==> config.mk <==
export PLATFORM = sky130hd
export DESIGN_NAME = nine_bit_serial_link_collision
export DESIGN_NICKNAME = d
export VERILOG_FILES = /design/src/nbsl_pkg.sv /design/src/nine_bit_serial_link_collision.sv /design/src/nbsl_in_reg.sv /design/src/nbsl_core.sv /design/src/nbsl_out_reg.sv
export SDC_FILE = /design/constraint.sdc
export NUM_CORES = 1
export LEC_CHECK = 0
export BUFFER_PORTS_ARGS = -buffer_cell sky130_fd_sc_hd__buf_2
export CORE_ASPECT_RATIO = 0.8
export CORE_MARGIN = 3
export CORE_UTILIZATION = 56
export DETAILED_ROUTE_END_ITERATION = 8
export HOLD_SLACK_MARGIN = 0.1
export PLACE_DENSITY = 0.78
export SYNTH_ARGS = -nofsm -noshare
export SYNTH_HDL_FRONTEND = slang
export SYNTH_SLANG_ARGS = --single-unit
==> constraint.sdc <==
create_clock -name aclk -period 2 [get_ports aclk]
set_input_delay 0.4 -clock aclk [delete_from_list [all_inputs] [get_ports aclk]]
set_output_delay 0.4 -clock aclk [all_outputs]
set_load 0.01 [all_outputs]
==> src/nbsl_pkg.sv <==
// shared types and constants for the nine-bit serial link engine
package nbsl_pkg;

    localparam logic [1:0] OP_START = 2'd0;
    localparam logic [1:0] OP_RX    = 2'd1;
    localparam logic [1:0] OP_TX    = 2'd2;

    localparam logic [1:0] MODE_IDLE = 2'd0;
    localparam logic [1:0] MODE_WAIT = 2'd1;
    localparam logic [1:0] MODE_RX   = 2'd2;
    localparam logic [1:0] MODE_TX   = 2'd3;

    localparam logic [3:0] INDEX_NONE   = 4'd15;
    localparam logic [3:0] INDEX_CMD    = 4'd8;
    localparam logic [3:0] INDEX_STOP   = 4'd9;
    localparam logic [3:0] IDLE_GAP_RST = 4'd10;

    typedef struct packed {
        logic [1:0] op;
        logic       line_bit;
        logic       tx_ready;
        logic [7:0] tx_data;
        logic       tx_is_command;
        logic       tx_last;
    } nbsl_in_t;

    typedef struct packed {
        logic       rx_accept;
        logic       drive_valid;
        logic       line_drive;
        logic       byte_valid;
        logic [7:0] rx_data;
        logic       rx_command;
        logic       framing_error;
        logic       collision;
        logic       tx_confirmed;
        logic [3:0] idle_wait_bits;
        logic [1:0] bus_status;
    } nbsl_out_t;

endpackage

==> src/nine_bit_serial_link_collision.sv <==
// top level of the nine-bit serial link bit engine with collision detect
// Each event (start edge, receive sample tick, transmit tick) is taken into an
// input register, handled combinationally by the core against the bus state, and
// its one result is placed in an output register. One event is accepted every
// cycle as long as the result side keeps taking transfers; between input
// transfer and result valid lie the input register and the result register.
// The idle gap register (reset 10) is written through cfg_we / cfg_wdata at any
// edge and takes effect on the next event handled.
module nine_bit_serial_link_collision (
    input  logic                aclk,
    input  logic                aresetn,
    input  logic                cfg_we,
    input  logic [3:0]          cfg_wdata,
    input  logic                s_valid,
    output logic                s_ready,
    input  nbsl_pkg::nbsl_in_t  s_data,
    output logic                m_valid,
    input  logic                m_ready,
    output nbsl_pkg::nbsl_out_t m_data
);
    import nbsl_pkg::*;

    logic      ev_valid;
    logic      res_ready;
    logic      step;
    nbsl_in_t  ev;
    nbsl_out_t res;

    assign step = ev_valid && res_ready;

    nbsl_in_reg u_in (
        .aclk    (aclk),
        .aresetn (aresetn),
        .s_valid (s_valid),
        .s_ready (s_ready),
        .s_data  (s_data),
        .q_valid (ev_valid),
        .q_take  (step),
        .q_data  (ev)
    );

    nbsl_core u_core (
        .aclk      (aclk),
        .aresetn   (aresetn),
        .cfg_we    (cfg_we),
        .cfg_wdata (cfg_wdata),
        .step      (step),
        .ev        (ev),
        .res       (res)
    );

    nbsl_out_reg u_out (
        .aclk    (aclk),
        .aresetn (aresetn),
        .d_valid (ev_valid),
        .d_ready (res_ready),
        .d_data  (res),
        .m_valid (m_valid),
        .m_ready (m_ready),
        .m_data  (m_data)
    );

    // input side only stalls when both registers are full and the sink stalls
    a_no_false_stall: assert property (@(posedge aclk) disable iff (!aresetn)
        !s_ready |-> (m_valid && !m_ready))
        else $error("input stalled while result register free");

    a_ferr_idle: assert property (@(posedge aclk) disable iff (!aresetn)
        (m_valid && m_data.framing_error) |->
            (m_data.bus_status == MODE_IDLE && !m_data.byte_valid && !m_data.collision))
        else $error("framing error without idle bus");

    a_coll_excl: assert property (@(posedge aclk) disable iff (!aresetn)
        (m_valid && m_data.collision) |->
            (!m_data.tx_confirmed && !m_data.byte_valid && m_data.bus_status == MODE_WAIT))
        else $error("collision result inconsistent");

    a_rx_data_quiet: assert property (@(posedge aclk) disable iff (!aresetn)
        (m_valid && !m_data.byte_valid) |-> (m_data.rx_data == 8'd0 && !m_data.rx_command))
        else $error("received data shown without a byte");
endmodule

==> src/nbsl_in_reg.sv <==
// input register stage: holds one event until the core takes it
module nbsl_in_reg (
    input  logic              aclk,
    input  logic              aresetn,
    input  logic              s_valid,
    output logic              s_ready,
    input  nbsl_pkg::nbsl_in_t s_data,
    output logic              q_valid,
    input  logic              q_take,
    output nbsl_pkg::nbsl_in_t q_data
);
    import nbsl_pkg::*;

    logic     valid_reg;
    logic     valid_next;
    nbsl_in_t data_reg;

    // refill in the same cycle the held event moves on
    assign s_ready    = !valid_reg || q_take;
    assign valid_next = s_ready ? s_valid : valid_reg;

    always_ff @(posedge aclk) begin
        if (!aresetn) begin
            valid_reg <= 1'b0;
        end else begin
            valid_reg <= valid_next;
        end
    end

    always_ff @(posedge aclk) begin
        if (s_valid && s_ready) begin
            data_reg <= s_data;
        end
    end

    assign q_valid = valid_reg;
    assign q_data  = data_reg;
endmodule

==> src/nbsl_core.sv <==
// bus state, receive and transmit bit counters, and the per-event step logic
module nbsl_core (
    input  logic               aclk,
    input  logic               aresetn,
    input  logic               cfg_we,
    input  logic [3:0]         cfg_wdata,
    input  logic               step,
    input  nbsl_pkg::nbsl_in_t ev,
    output nbsl_pkg::nbsl_out_t res
);
    import nbsl_pkg::*;

    logic [3:0] gap_reg;
    logic [1:0] mode_reg,    mode_next;
    logic [3:0] rx_idx_reg,  rx_idx_next;
    logic [7:0] rx_shift_reg, rx_shift_next;
    logic       rx_cmd_reg,  rx_cmd_next;
    logic [3:0] tx_idx_reg,  tx_idx_next;
    logic [7:0] tx_hold_reg, tx_hold_next;
    logic       tx_cmd_reg,  tx_cmd_next;
    logic       tx_last_reg, tx_last_next;

    logic [3:0] rx_idx;
    logic [7:0] rx_base;

    always_comb begin
        mode_next     = mode_reg;
        rx_idx_next   = rx_idx_reg;
        rx_shift_next = rx_shift_reg;
        rx_cmd_next   = rx_cmd_reg;
        tx_idx_next   = tx_idx_reg;
        tx_hold_next  = tx_hold_reg;
        tx_cmd_next   = tx_cmd_reg;
        tx_last_next  = tx_last_reg;
        res           = '0;

        // first tick after a start edge is data bit 0
        rx_idx  = (rx_idx_reg == INDEX_NONE) ? 4'd0 : rx_idx_reg + 4'd1;
        rx_base = (rx_idx == 4'd0) ? 8'd0 : rx_shift_reg;

        case (ev.op)
            OP_START: begin
                if (rx_idx_reg == INDEX_NONE) begin
                    res.rx_accept = 1'b1;
                    if (mode_reg == MODE_IDLE || mode_reg == MODE_WAIT) begin
                        mode_next = MODE_RX;
                    end
                end
            end
            OP_RX: begin
                if (rx_idx <= 4'd7) begin
                    rx_shift_next = rx_base | (8'(ev.line_bit) << rx_idx[2:0]);
                    if (rx_idx == 4'd0) begin
                        rx_cmd_next = 1'b0;
                    end
                    rx_idx_next = rx_idx;
                end else if (rx_idx == INDEX_CMD) begin
                    rx_cmd_next = ev.line_bit;
                    rx_idx_next = rx_idx;
                end else begin
                    // stop bit, also any stray index
                    rx_idx_next = INDEX_NONE;
                    if (!ev.line_bit) begin
                        res.framing_error = 1'b1;
                        mode_next         = MODE_IDLE;
                    end else begin
                        mode_next = MODE_WAIT;
                        if (mode_reg == MODE_TX && rx_shift_reg != tx_hold_reg) begin
                            res.collision      = 1'b1;
                            res.idle_wait_bits = gap_reg;
                        end else begin
                            res.byte_valid = 1'b1;
                            res.rx_data    = rx_shift_reg;
                            res.rx_command = rx_cmd_reg;
                            if (mode_reg == MODE_TX) begin
                                res.tx_confirmed = 1'b1;
                                if (tx_last_reg) begin
                                    res.idle_wait_bits = gap_reg;
                                end
                            end else begin
                                res.idle_wait_bits = gap_reg;
                            end
                        end
                    end
                end
            end
            OP_TX: begin
                if (tx_idx_reg == INDEX_NONE) begin
                    if (mode_reg == MODE_WAIT) begin
                        mode_next = MODE_IDLE;
                    end
                    if (ev.tx_ready) begin
                        tx_hold_next    = ev.tx_data;
                        tx_cmd_next     = ev.tx_is_command;
                        tx_last_next    = ev.tx_last;
                        mode_next       = MODE_TX;
                        res.drive_valid = 1'b1;
                        tx_idx_next     = 4'd0;
                    end
                end else if (tx_idx_reg <= 4'd7) begin
                    res.drive_valid = 1'b1;
                    res.line_drive  = tx_hold_reg[tx_idx_reg[2:0]];
                    tx_idx_next     = tx_idx_reg + 4'd1;
                end else if (tx_idx_reg == INDEX_CMD) begin
                    res.drive_valid = 1'b1;
                    res.line_drive  = tx_cmd_reg;
                    tx_idx_next     = INDEX_STOP;
                end else begin
                    res.drive_valid = 1'b1;
                    res.line_drive  = 1'b1;
                    tx_idx_next     = INDEX_NONE;
                end
            end
            default: begin
            end
        endcase

        res.bus_status = mode_next;
    end

    always_ff @(posedge aclk) begin
        if (!aresetn) begin
            gap_reg      <= IDLE_GAP_RST;
            mode_reg     <= MODE_IDLE;
            rx_idx_reg   <= INDEX_NONE;
            rx_shift_reg <= 8'd0;
            rx_cmd_reg   <= 1'b0;
            tx_idx_reg   <= INDEX_NONE;
            tx_hold_reg  <= 8'd0;
            tx_cmd_reg   <= 1'b1;
            tx_last_reg  <= 1'b0;
        end else begin
            if (cfg_we) begin
                gap_reg <= cfg_wdata;
            end
            if (step) begin
                mode_reg     <= mode_next;
                rx_idx_reg   <= rx_idx_next;
                rx_shift_reg <= rx_shift_next;
                rx_cmd_reg   <= rx_cmd_next;
                tx_idx_reg   <= tx_idx_next;
                tx_hold_reg  <= tx_hold_next;
                tx_cmd_reg   <= tx_cmd_next;
                tx_last_reg  <= tx_last_next;
            end
        end
    end
endmodule

==> src/nbsl_out_reg.sv <==
// result register: holds one result until the sink takes the transfer
module nbsl_out_reg (
    input  logic                aclk,
    input  logic                aresetn,
    input  logic                d_valid,
    output logic                d_ready,
    input  nbsl_pkg::nbsl_out_t d_data,
    output logic                m_valid,
    input  logic                m_ready,
    output nbsl_pkg::nbsl_out_t m_data
);
    import nbsl_pkg::*;

    logic      valid_reg;
    logic      valid_next;
    nbsl_out_t data_reg;

    assign d_ready    = !valid_reg || m_ready;
    assign valid_next = d_ready ? d_valid : valid_reg;

    always_ff @(posedge aclk) begin
        if (!aresetn) begin
            valid_reg <= 1'b0;
        end else begin
            valid_reg <= valid_next;
        end
    end

    always_ff @(posedge aclk) begin
        if (d_valid && d_ready) begin
            data_reg <= d_data;
        end
    end

    assign m_valid = valid_reg;
    assign m_data  = data_reg;
endmodule

== After elaboration in Yosys (flattened, before gate mapping) ==
Index checks and enable logic that the tools add are counted.
Word-level totals
  register bits: 71
  input bits: 23
  output and inout bits: 24
  word-level logic and storage cells: 104
Operators by class
  add/subtract/negate cells: 2
  $lt $le $gt $ge: 3
  eq/ne operators: 11
  shift-type cells: 1
  multiplexer cells: 34
  bitwise operators: 4
  reductions and logical operators: 21
Operators with widths (count)
  2-to-1 mux 4 bit: 9
  equality test 4 bit, second input constant: 4
  2-to-1 mux 2 bit: 8
  2-to-1 mux 1 bit: 12
  2-to-1 mux 10 bit: 1
  adder 4 x 1 -> 4 bit, second input constant: 2
  less-or-equal comparator 4 x 3 -> 1 bit, second input constant: 2
  2-to-1 mux 8 bit: 1
  inequality test 8 bit: 1
  bitwise OR 8 bit: 1
  AND reduction 4 bit: 2
  left shift 1 x 3 -> 8 bit: 1
  case mux 2 bit (3 select lines): 1
  AND reduction 3 bit: 2
  OR reduction 5 bit: 1
  equality test 2 x 1 -> 1 bit, second input constant: 2
  equality test 2 bit, second input constant: 2
  zero test 2 bit: 2
  zero test 4 bit: 1
  less-than comparator 3 x 4 -> 1 bit, second input constant: 1
  inequality test 2 bit, second input constant: 2
  OR reduction 4 bit: 1
  binary-select mux 1 bit (select 3 bit): 1
  logical AND 1 bit: 3
  other kinds (8): 13

== Depth between registers and ports, before layout ==
  depth in word-level cells: 6
  mapped depth: 7
  mapped depth without buffers: 5

== Hierarchy ==
From an unflattened synthesis, not the netlist that was laid out.
Unflattened totals
  cells, all modules: 276
  area, all modules: 3143.0 um^2
By module, submodules not included
  nbsl_core: times used 1, cells each 229, area an instance 1940.6 um^2, seq. area each 660.6 um^2
  nbsl_out_reg: times used 1, cells each 27, area an instance 718.2 um^2, seq. area each 680.7 um^2
  nbsl_in_reg: times used 1, cells each 19, area an instance 478.0 um^2, seq. area each 440.4 um^2
  nine_bit_serial_link_collision: times used 1, cells each 1, area an instance 6.3 um^2, seq. area each 0.0 um^2

== Least setup slack after synthesis ==
Ideal clock, no wire load.
  kind: register -> register
  from: reg u_core.rx_idx_reg[0]
  to: reg u_out.data_reg (netlist bit u_out.m_data[0]) (data pin)
  library setup time: 0.265 ns
  arrival: 1.575 ns
  data required time: 1.735 ns
  setup slack: 0.159 ns
  cell stages (with the launch flop): 8
  path buffers: 2
  clock period less this slack: 1.841 ns
  path through: dfxtp_1 -> ha_1 -> buf_2 -> nor2b_1 -> a221o_2 -> nand3_2 -> buf_4 -> o211ai_1
RTL lines
  start: declaration: RTL line nbsl_core.sv:15  | logic [3:0] rx_idx_reg, rx_idx_next;
  start signal: assignment: RTL line nbsl_core.sv:138  | rx_idx_reg <= rx_idx_next;
  end signal: assignment: RTL line nbsl_out_reg.sv:31  | data_reg <= d_data;
  end: declaration: RTL line nbsl_out_reg.sv:16  | nbsl_out_t data_reg;

== Worst setup path after layout ==
  from: reg u_core.rx_idx_reg[3]
  to: reg u_out.data_reg (netlist bit u_out.m_data[15]) (data pin)
On the way
  cells in the longest elaborated chain, start to end: 4
  elaborated cells between the ends (all ways): 6
  classes of those cells: add/sub: 1; order compare: 1; eq/ne: 2; mux: 1; reduce/logical: 1
RTL lines
  adder 4 x 1 -> 4 bit / equality test 4 bit (equally long branches): RTL line nbsl_core.sv:38  | rx_idx = (rx_idx_reg == INDEX_NONE) ? 4'd0 : rx_idx_reg + 4'd1;
  2-to-1 mux 4 bit (*): RTL line nbsl_core.sv:38
  less-or-equal comparator 4 x 3 -> 1 bit / equality test 4 bit (equally long branches): RTL line nbsl_core.sv:51, nbsl_core.sv:57
  OR reduction 5 bit (no source line) (*)
Every way passes the cells marked *; elsewhere a longest branch is shown, timed or not.
A chain may end at the register's enable or synchronous reset.

==> flow_summary.json <==
{
  "slew_violations": 0,
  "synthTopCellsByArea": "edfxtp_1, dfxtp_1, mux2i_1",
  "design_area_mm2": 0.00365,
  "gp_congestion": 0.843,
  "syn_area_per_cell_um2": 11.8,
  "period_needed_ps": 1870,
  "critPathLaunch": "u_core.rx_idx_reg[3]",
  "hold_path_class": "in2reg",
  "slew_headroom_pct": 59.0,
  "crit_arrival_ps": 1950,
  "start_kind": "register",
  "placed_area_mm2": 0.00341,
  "regToRegStartpoint": "u_core.rx_idx_reg[3]",
  "synth_edf_count": 36,
  "final_common_cell": "buf_2",
  "fin_tns_setup_ps": 0,
  "irDropWorstVdd_uv": 535,
  "first_pass_iters": 4,
  "yosys.area.top_type": "edfxtp_1",
  "viasPerCell": 5.57,
  "clkPwrFrac_pct": 42.2,
  "critical-path-top-delay-family": "flip-flops",
  "hold_buffers": 0,
  "num_vias": 2116,
  "finalClockSkew_ps": 6.63,
  "wl_per_cell_um": 14.9,
  "clk_latency_ps": 350,
  "die_h_um": 72.4,
  "p_leak_nw": 1.63,
  "num_antenna_cells": 0,
  "initial_utilization_pct": 59.9,
  "die_width_um": 89.0,
  "synth_top_cell_area_share_pct": 35.0,
  "io_pins": 47,
  "setup_viol": 0,
  "yosysWarnings": 0,
  "cp.depth": 5,
  "required_ps": 2080,
  "worst_path_max_delay_cell": "dfxtp_1",
  "worstRegToRegCells": 5,
  "async_reset_ff_share_pct": 0,
  "drive_gt1_share_pct": 24.5,
  "seq_power_share_pct": 51.0,
  "antenna_found_initial": 0,
  "criticalPathCategory": "reg2reg",
  "netlist_instances": 262,
  "worst_slack_ps": 132,
  "crit_path_end": "u_out.m_data[15]",
  "status": "complete, no violations",
  "pwr_density_cell_mw_per_mm2": 868,
  "final_nets": 341,
  "end_kind": "register",
  "hold_viol": 0,
  "crit_fanout": 17,
  "rows": 23,
  "synthDistinctLibCells": 52,
  "r2r-end": "u_out.m_data[15]",
  "tightest_slew_ps": 610,
  "grt-ovfl-total": 0,
  "grtUsageTotal_pct": 19.2,
  "dp_slack_ps": 101,
  "root_buffer": "clkbuf_8",
  "ys_ff_latch": 71,
  "rsz0062_at_grt": "no",
  "grt_first_pass_wirelength_um": 9140,
  "fin_util_pct": 70.8,
  "grt_max_degree": 19,
  "core_mm2": 0.00515,
  "p_comb_share_pct": 6.8,
  "htreeDepth": 3,
  "wirelength_um": 5670,
  "synthesis.area_mm2": 0.00309,
  "finalCritPeriodShare_pct": 93.4,
  "fmax_ghz": 0.535,
  "ant_nets": 0,
  "synth_ff_type": "edfxtp_1",
  "drtIter0Drc": 101,
  "swShare_pct": 21.1,
  "die_area_mm2": 0.00644,
  "drc_errors": 0,
  "layout_common_cells": "buf_2, edfxtp_1, dfxtp_1",
  "power_switching_uw": 669,
  "numCtsBuffers": 9,
  "max_stage_delay_ps": 470,
  "synthesis.nets": 289,
  "dp_hpwl_um": 4120,
  "clk_pin_slew_ps": 70,
  "r2r_slack_ps": 130,
  "path_cells": "and4b_1 > a221o_2 > nand3_2 > buf_4 > nor3b_1",
  "internal_power_mw": 2.50,
  "cap_violations": 0,
  "critPathBufInv": 1,
  "cts.sinks": 71,
  "area_growth_syn_to_layout_pct": 18.2,
  "clockBufferDepth": 2,
  "largest_reg_flops": 22,
  "seq_area_frac_synth_pct": 57.7,
  "grt_pass1_vias": 1930,
  "portBuffers": 46,
  "cts_tree": "yes"
}
==> metrics by stage <==
stage	total power, mW	hold WS, ps	std cells
finish	3.17	223	380
global route	3.28	194	380
CTS	3.20	199	380
detailed placement	1.86	457	365
global placement	1.86	440	365
floorplan	1.78	433	262
==> layout make-up <==
type                            instances  area (µm²)
Timing Repair Buffer                   56         318
Inverter                               11        41.3
Fill cell                             380        1500
Clock buffer                            9         124
Sequential cell                        71        1780
Clock inverter                          6         110
Multi-Input combinational cell        165        1190
Tap cell                               62        77.6
==> synth_stat cells (3+ instances only) <==
| library cell | instances |
|---|---|
| nor3_1 | 3 |
| and3_1 | 3 |
| edfxtp_1 | 36 |
| nand2_1 | 17 |
| nand3_1 | 5 |
| a211oi_1 | 4 |
| dfxtp_1 | 35 |
| a21oi_1 | 4 |
| o21ai_0 | 8 |
| nor2_1 | 10 |
| o211ai_1 | 3 |
| a21boi_0 | 3 |
| clkbuf_1 | 9 |
| nor2b_1 | 18 |
| ha_1 | 4 |
| a22o_1 | 8 |
| mux2i_1 | 15 |
| inv_1 | 11 |
| xor2_1 | 8 |
| nor3b_1 | 14 |
==> worst min-delay path by stage <==
stage | slack, ps | to | start | cells past startpoint
2_1_floorplan | 430 | u_core.gap_reg[1] | u_core.gap_reg[1] | 2
3_3_place_gp | 440 | u_core.tx_cmd_reg | u_in.q_data[1] | 2
3_5_place_dp | 460 | u_core.gap_reg[3] | u_core.gap_reg[3] | 2
4_1_cts | 200 | u_in.q_data[7] | s_data[7] | 1
5_1_grt | 190 | u_in.q_data[5] | s_data[5] | 1
6_report | 220 | u_in.q_data[12] | s_data[12] | 1
==> cell families after synthesis <==
kind of cell / share of synthesized area [%]
AO/OA/AOI/OAI: 11.4
buffers and inverters: 3.77
adder cells (fa/ha/maj): 1.62
flip-flops: 57.7
AND/OR/NAND/NOR: 16.7
multiplexers: 6.32
XOR/XNOR: 2.55
==> metal layers <==
| layer | routed length, µm | up-vias | GRT usage, % |
|---|---|---|---|
| met4 | 101 | 0 | 8.76 |
| met3 | 348 | 13 | 7.26 |
| met2 | 2550 | 61 | 28.7 |
| li1 | - | 1062 | - |
| met1 | 2670 | 980 | 24.8 |
| met5 | 0 | - | 0 |
==> timing repair <==
item                                    4_1_cts  5_1_grt
gates resized for setup                       0        2
endpoints found under the setup margin        0       13
buffers inserted                              0        0
==> power groups by stage <==
| stage | clock [mW] | sequential, mW | combinational (mW) |
|---|---|---|---|
| 2_1_floorplan | 0 | 1.65 | 0.131 |
| 3_3_place_gp | 0 | 1.65 | 0.210 |
| 3_5_place_dp | 0 | 1.65 | 0.217 |
| 4_1_cts | 1.37 | 1.61 | 0.217 |
| 5_1_grt | 1.42 | 1.62 | 0.240 |
| 6_report | 1.34 | 1.61 | 0.217 |
Note: power is estimated with default switching activity, not from simulation.
